<file path="src/rtl/hq_pkg.sv">
// Shared types and constants for the heightmap height query block.
// Used by every module under rtl; depends on nothing.
package hq_pkg;

    localparam int CELLS_W   = 7;
    localparam int CS_W      = 20;
    localparam int H_W       = 24;
    localparam int XY_W      = 32;
    localparam int FLAT_W    = 16;
    localparam int DIV_W     = 48;
    localparam int Q_W       = CS_W + 1;
    localparam int WH_W      = CELLS_W + CS_W;
    localparam int P_W       = H_W + Q_W + 2;
    localparam int CFG_IDX_W = 2;

    localparam int CELLS_RESET     = 64;
    localparam int CELL_SIZE_RESET = 12800;
    localparam int H_MAX           = 2 ** (H_W - 1) - 1;
    localparam int H_MIN           = -(2 ** (H_W - 1));

    localparam logic [CFG_IDX_W-1:0] CFG_ROW_CELLS = 2'd0;
    localparam logic [CFG_IDX_W-1:0] CFG_COL_CELLS = 2'd1;
    localparam logic [CFG_IDX_W-1:0] CFG_CELL_SIZE = 2'd2;

    typedef enum logic {
        FUNC_WRITE = 1'b0,
        FUNC_QUERY = 1'b1
    } func_t;

    typedef struct packed {
        logic [CELLS_W-1:0] row_cells;
        logic [CELLS_W-1:0] col_cells;
        logic [CS_W-1:0]    cell_size;
    } hq_cfg_t;

    typedef struct packed {
        logic                   query;
        logic                   wr_ok;
        logic [FLAT_W-1:0]      wr_addr;
        logic signed [H_W-1:0]  height;
        logic signed [XY_W-1:0] x;
        logic signed [XY_W-1:0] z;
    } hq_item_t;

    typedef struct packed {
        logic signed [DIV_W-1:0] quot;
        logic [Q_W-1:0]          rem;
    } hq_floor_t;

    typedef struct packed {
        logic              ok;
        logic [FLAT_W-1:0] idx;
    } hq_corner_t;

    typedef enum logic [3:0] {
        B_IDLE,
        B_START,
        B_DIV,
        B_FLOOR,
        B_ADDR,
        B_READ,
        B_MUL,
        B_SUM,
        B_START2,
        B_DIV2,
        B_FIN,
        B_OUT
    } hq_back_state_t;

endpackage

</file>
<file path="src/rtl/hq_front.sv">
// Front end: accepts input words, classifies writes against the grid and
// holds them in a two-entry queue for the back end. Depends on hq_pkg.
module hq_front (
    input  logic                          aclk,
    input  logic                          aresetn,
    input  hq_pkg::hq_cfg_t               cfg,
    input  logic                          s_valid,
    output logic                          s_ready,
    input  logic                          s_func,
    input  logic [hq_pkg::CELLS_W-1:0]    s_vertex_row,
    input  logic [hq_pkg::CELLS_W-1:0]    s_vertex_col,
    input  logic signed [hq_pkg::H_W-1:0] s_vertex_height,
    input  logic signed [hq_pkg::XY_W-1:0] s_query_x,
    input  logic signed [hq_pkg::XY_W-1:0] s_query_z,
    output hq_pkg::hq_item_t              q_item,
    output logic                          q_valid,
    input  logic                          q_pop
);
    import hq_pkg::*;

    hq_item_t         buf_reg [2];
    logic             wr_ptr_reg, wr_ptr_next;
    logic             rd_ptr_reg, rd_ptr_next;
    logic [1:0]       cnt_reg, cnt_next;
    logic             push;
    logic [FLAT_W-1:0] stride;
    logic [FLAT_W-1:0] prod;
    hq_item_t         item;

    assign s_ready = (cnt_reg != 2'd2);
    assign push    = s_valid && s_ready;
    assign q_valid = (cnt_reg != 2'd0);
    assign q_item  = buf_reg[rd_ptr_reg];

    always_comb begin
        stride       = FLAT_W'(cfg.col_cells) + FLAT_W'(1);
        prod         = FLAT_W'(s_vertex_row) * stride;
        item.query   = (s_func == FUNC_QUERY);
        item.wr_ok   = (s_vertex_row <= cfg.row_cells) && (s_vertex_col <= cfg.col_cells);
        item.wr_addr = prod + FLAT_W'(s_vertex_col);
        item.height  = s_vertex_height;
        item.x       = s_query_x;
        item.z       = s_query_z;
    end

    always_comb begin
        wr_ptr_next = push ? ~wr_ptr_reg : wr_ptr_reg;
        rd_ptr_next = q_pop ? ~rd_ptr_reg : rd_ptr_reg;
        case ({push, q_pop})
            2'b10:   cnt_next = cnt_reg + 2'd1;
            2'b01:   cnt_next = cnt_reg - 2'd1;
            default: cnt_next = cnt_reg;
        endcase
    end

    always_ff @(posedge aclk) begin
        if (!aresetn) begin
            wr_ptr_reg <= 1'b0;
            rd_ptr_reg <= 1'b0;
            cnt_reg    <= 2'd0;
        end else begin
            wr_ptr_reg <= wr_ptr_next;
            rd_ptr_reg <= rd_ptr_next;
            cnt_reg    <= cnt_next;
        end
    end

    always_ff @(posedge aclk) begin
        if (push) begin
            buf_reg[wr_ptr_reg] <= item;
        end
    end

endmodule

</file>
<file path="config.mk">
export PLATFORM = sky130hd
export DESIGN_NAME = hq_front
export DESIGN_NICKNAME = d
export VERILOG_FILES = /design/src/rtl/hq_pkg.sv /design/src/rtl/hq_front.sv
export SDC_FILE = /design/constraint.sdc
export NUM_CORES = 1
export LEC_CHECK = 0
export BUFFER_PORTS_ARGS = -buffer_cell sky130_fd_sc_hd__buf_2
export CAP_MARGIN = 20
export CORE_MARGIN = 2
export CORE_UTILIZATION = 30
export CTS_BUF_LIST = sky130_fd_sc_hd__clkbuf_4
export CTS_CLUSTER_SIZE = 30
export DETAILED_ROUTE_END_ITERATION = 8
export MAX_ROUTING_LAYER = met4
export SLEW_MARGIN = 20
export SYNTH_ARGS = -nofsm -noshare
export SYNTH_HDL_FRONTEND = slang
export SYNTH_SLANG_ARGS = --single-unit
</file>
<file path="constraint.sdc">
create_clock -name aclk -period 5.8 [get_ports aclk]
set_input_delay 0.58 -clock aclk [delete_from_list [all_inputs] [get_ports aclk]]
set_output_delay 0.58 -clock aclk [all_outputs]
set_load 0.03 [all_outputs]
</file>
Word level (Yosys, flattened, before mapping):

Memory sizes are Yosys's and may differ from the RTL's. A register that Yosys moved wholly into a read port is not among the register bits.
Cells that the tools add are included.

* register bits: 4
* RAM bits: 212
* bits of input ports: 141
* output and inout bits: 108
* word-level logic and storage cells: 25
* memories: 1

Memories
* buf_reg: words 2, width 106, read ports 1, clocked after Yosys merged registers in 1, wr ports 1, RTL line hq_front.sv:21 `hq_item_t buf_reg [2];`

* add/subtract/negate cells: 4
* multiply operators: 1
* order comparisons: 2
* eq/ne operators: 3
* multiplexer cells: 5
* bitwise logic cells: 2
* reductions and logical operators: 4

Operator list (number)
* $add 15x7->16: 1
* $mul 7x8->15: 1
* $le 7x7->1: 2
* $add 7x1->8 const B: 1
* $mux 1: 4
* $pmux 2 s2: 1
* $reduce_bool 2->1: 2
* $add 2x1->2 const B: 1
* $eq 2x1->1 const B: 1
* $eq 2x2->1 const B: 1
* $logic_and 1x1->1: 2
* $ne 2x2->1 const B: 1
* $not 1->1: 2
* $sub 2x1->2 const B: 1

Longest topological paths before layout:

* depth in word-level cells: 4
* depth in mapped cells: 18
* mapped depth without buffers: 18

Least setup slack after synthesis:

Ideal clock, no wire load.

* path type: register to register
* start: register cnt_reg[0]
* end: memory buf_reg[0][0] (netlist name), enable pin
* setup time: 0.573 ns
* data arrival time: 5.289 ns
* data required time: 5.227 ns
* slack: -0.062 ns
* stages on the path, launching flop included: 4
* path buffers: 0
* clock period less this slack: 5.862 ns
* cells stage by stage: dfxtp_1 > nand2b_1 > nand2_1 > nor2_1

* cells in the longest elaborated chain, start to end: 4

Ends and longest elaborated chain
* start, declared: RTL line hq_front.sv:24 `logic [1:0] cnt_reg, cnt_next;`
* start signal, assigned: RTL line hq_front.sv:64 `cnt_reg <= cnt_next;`
* $ne 2x2->1: RTL line hq_front.sv:30 `assign s_ready = (cnt_reg != 2'd2);`
* net s_ready: RTL line hq_front.sv:8 `output logic s_ready,`
* $logic_and 1x1->1: RTL line hq_front.sv:31 `assign push = s_valid && s_ready;`
* $mux 1: RTL line hq_front.sv:69 `if (push) begin`
* $mux 1 (not written as such): RTL line hq_front.sv:70 `buf_reg[wr_ptr_reg] <= item;`
* end, declared: RTL line hq_front.sv:21

The timed path passes the listed nets, and every way through them passes these cells.

==> reports/qor.csv <==
stage,metric,value,unit
die,core-area,0.0344,sq mm
synthesis,async_flop_share,0,%
routing,avgViaCountPerCell,4.30,
final_layout,nNetsFinal,1185,
synthesis,netlist_area,0.0104,sq mm
synthesis,yosys.area.top_type_share,61.1,%
global_route,grt_pass1_vias,6398,
sta,fmax,213,MHz
die,die_area,0.0362,sq mm
global_route,track_usage,12.1,%
sta,finalCriticalPeriod,4.69,ns
clock_tree,cts_resized,0,
routing,firstDrtPassIters,4,
routing,wirelength,21.8,mm
sta,slew_violations,0,
final_layout,fillers,3323,
pwr,p_leak,5.33,nW
worst_setup_path,worstReg2RegEnd,buf_reg[1][4],
synthesis,syn_area_per_cell,15.6,sq um
routing,num_vias,6228,
die,rows,68,
worst_setup_path,crit_required,6.17,ns
clock_tree,clk_latency,0.67,ns
worst_setup_path,crit_path_end_kind,flip-flop,
clock_tree,clk_path_buf_depth,3,
synthesis,synth_edf_count,212,
synthesis,synth.distinct_cells,38,
synthesis,syn_inst,670,
worst_setup_path,cp-startpoint,cfg[21],
pwr,sw_frac_of_total,32.5,%
routing,post_drt_wl_per_cell,15.0,microns
min_path,hp-class,input pin to flip-flop,
pwr,combPwrFrac,31.2,%
worst_setup_path,start_kind,input pin,
clock_tree,cts_root_buf,clkbuf_4,
sta,rsz0062_at_grt,false,
sta,hold_viol_final,0,
synthesis,ys_warn_count,0,
place,postPlaceCellArea,0.0122,sq mm
clock_tree,h-tree-depth,2,
worst_setup_path,setup.worst_path.class,input pin to flip-flop,
place,hpwl,15.7,mm
synthesis,synth_fp_nets,903,
pwr,pwr-share-seq,43.8,%
synthesis,synth_seq_area_share,62.1,%
clock_tree,clk_pin_slew,0.07,ns
pwr,p_int,3.16,mW
synthesis,synth_top_flop_cell,edfxtp_1,
global_route,grt-ovfl-total,0,
synthesis,ys_ff_latch,217,
job,cap_violations,0,
worst_setup_path,crit_path_end,buf_reg[1][103],
die,die_width,190,microns
global_route,grt_pass1_wl,33.0,mm
global_route,grt_max_degree,73,
worst_setup_path,crit_arrival,5.06,ns
place,globalplace.congestion,0.781,
clock_tree,cts_buffers,52,
final_layout,drive_above_1_share,43.6,%
sta,clock_skew,0.0575,ns
sta,max_slew_margin,33.8,%
sta,min_period_over_period,80.9,%
sta,fin_tns_setup,0,ns
min_path,hold_start,s_query_z[12],
final_layout,instances_no_fill,1447,
synthesis,yosysMostFrequentCell,edfxtp_1,
worst_setup_path,r2r_slack,3.30,ns
synthesis,synth_area_leader_cell,edfxtp_1,
worst_setup_path,r2r-start,cnt_reg[0],
pwr,peakVddDrop,0.131,mV
sta,setup_viol,0,
routing,drtAntennaViolNets,0,
clock_tree,post-cts-setup-buffers,0,
global_route,antenna_found_initial,4,
die,die_h,190,microns
clock_tree,cts_num_sinks,217,
die,ios,249,
final_layout,area_growth,23.4,%
clock_tree,cts_tree,built,
sta,worstMarginPinSlew,0.993,ns
final_layout,largest_register_ffs,212,
place,dp_cells,1352,
place,io_buffers,228,
synthesis,synthTopCellsByArea,"edfxtp_1, mux2_2, fa_1",
routing,first_iter_violations,182,
routing,drc_errors,0,
pwr,p_per_area,364,mW/mm^2
synthesis,synth_common_cells,"edfxtp_1, mux2_2, inv_1",
pwr,p_sw,1.52,mW
worst_setup_path,crit_fanout,6,
status,status,completed,
die,initial_utilization,30.3,%
final_layout,finish.instance_area,0.0129,sq mm
worst_setup_path,reg2reg_depth,3,
pwr,power.share.clock,25.0,%
area by class of cell:
type | count | area [sq um] | area share [%]
flip-flops and latches | 217 | 6470 | 50.3
multi-input cells | 365 | 3630 | 28.2
repair buffers | 240 | 1260 | 9.79
clock buffers | 78 | 586 | 4.55
well taps | 455 | 569 | 4.43
inverters | 76 | 285 | 2.22
clock inverters | 12 | 52.6 | 0.409
diodes | 4 | 10.0 | 0.0778
per-layer routing:
| metal | GRT usage (%) | part of all wire [%] | vias up |
|---|---|---|---|
| met2 | 20.1 | 49 | 223 |
| li1 | - | - | 3009 |
| met1 | 13.4 | 41 | 2959 |
| met5 | - | 0 | - |
| met3 | 4.14 | 8.2 | 37 |
| met4 | 4.59 | 2.3 | 0 |
worst min-delay path by stage:
stage	end	slack [ns]	depth (start not counted)
global placement	cnt_reg[1]	0.49	2
finish	buf_reg[1][12]	0.1	1
floorplan	cnt_reg[1]	0.47	2
global route	buf_reg[0][59]	0.01	1
detailed placement	cnt_reg[1]	0.53	2
CTS	buf_reg[1][12]	0.001	1
through the flow:
step | utilization [%] | worst slack (ns) | power (mW) | hold slack (ns)
after floorplan | - | 0.764 | 3.16 | 0.473
after global placement | 35.4 | 0.422 | 3.54 | 0.490
after detailed placement | 35.5 | 0.404 | 3.57 | 0.526
after CTS | 37.4 | 1.15 | 4.78 | 0.000978
after global routing | 37.4 | 0.880 | 5.01 | 0.0139
final | 37.4 | 1.11 | 4.69 | 0.0965
what timing repair did:
item	in CTS	in global routing
setup endpoints to repair	0	0
hold buffers	1	0
hold endpoints to repair	2	0
cell usage in the layout, fill, tap and decap left out, types with 2 or more instances in the layout:
cell type / count
fa_1: 36
nor2b_1: 13
o21ai_0: 6
o21a_1: 5
dfxtp_1: 4
buf_4: 9
nand3b_1: 2
nor3_1: 4
clkinvlp_4: 2
xnor2_1: 13
nor2_1: 14
ha_1: 56
mux2_2: 106
diode_2: 4
clkinv_1: 10
inv_1: 76
edfxtp_1: 212
or3_1: 3
a21o_1: 5
nand2_1: 24
buf_12: 2
and3_1: 2
buf_2: 228
or4_1: 3
nand2b_1: 5
nand4_1: 3
xor2_1: 4
clkbuf_4: 78
and2_1: 26
nand3_1: 6
a21boi_0: 2
a21oi_1: 14
power groups by stage:
stage | sequential, mW | combinational (mW) | clock, mW
4_1_cts | 2.06 | 1.49 | 1.23
3_5_place_dp | 2.09 | 1.48 | 0
5_1_grt | 2.07 | 1.63 | 1.31
3_3_place_gp | 2.08 | 1.46 | 0
2_1_floorplan | 2.07 | 1.09 | 0
6_report | 2.05 | 1.46 | 1.17
worst max-delay path, cell delays in order:
cell	delay, ns
buf_2	0.11
ha_1	0.18
nand3_1	0.11
nor3_1	0.19
xnor2_1	0.24
nor2b_1	0.11
fa_1	0.54
fa_1	0.44
fa_1	0.54
inv_1	0.05
fa_1	0.52
inv_1	0.04
ha_1	0.36
a21oi_1	0.18
o21ai_1	0.12
or4_1	0.49
o221ai_2	0.15
xnor2_1	0.09
cells by family (layout without fill, tap and decap cells):
| group | after synthesis | in the layout | synth area share [%] |
|---|---|---|---|
| buffers and inverters | 88 | 406 | 3.22 |
| DFF | 217 | 217 | 62.1 |
| adders and majority gates | 92 | 92 | 13.6 |
| xor gates and xnor gates | 17 | 17 | 1.43 |
| AOI/OAI and AO/OA | 40 | 40 | 2.50 |
| and+or+nand+nor | 110 | 110 | 5.70 |
| muxes | 106 | 106 | 11.5 |
| other | 0 | 4 | 0 |
Power figures use the tool's default switching activity.
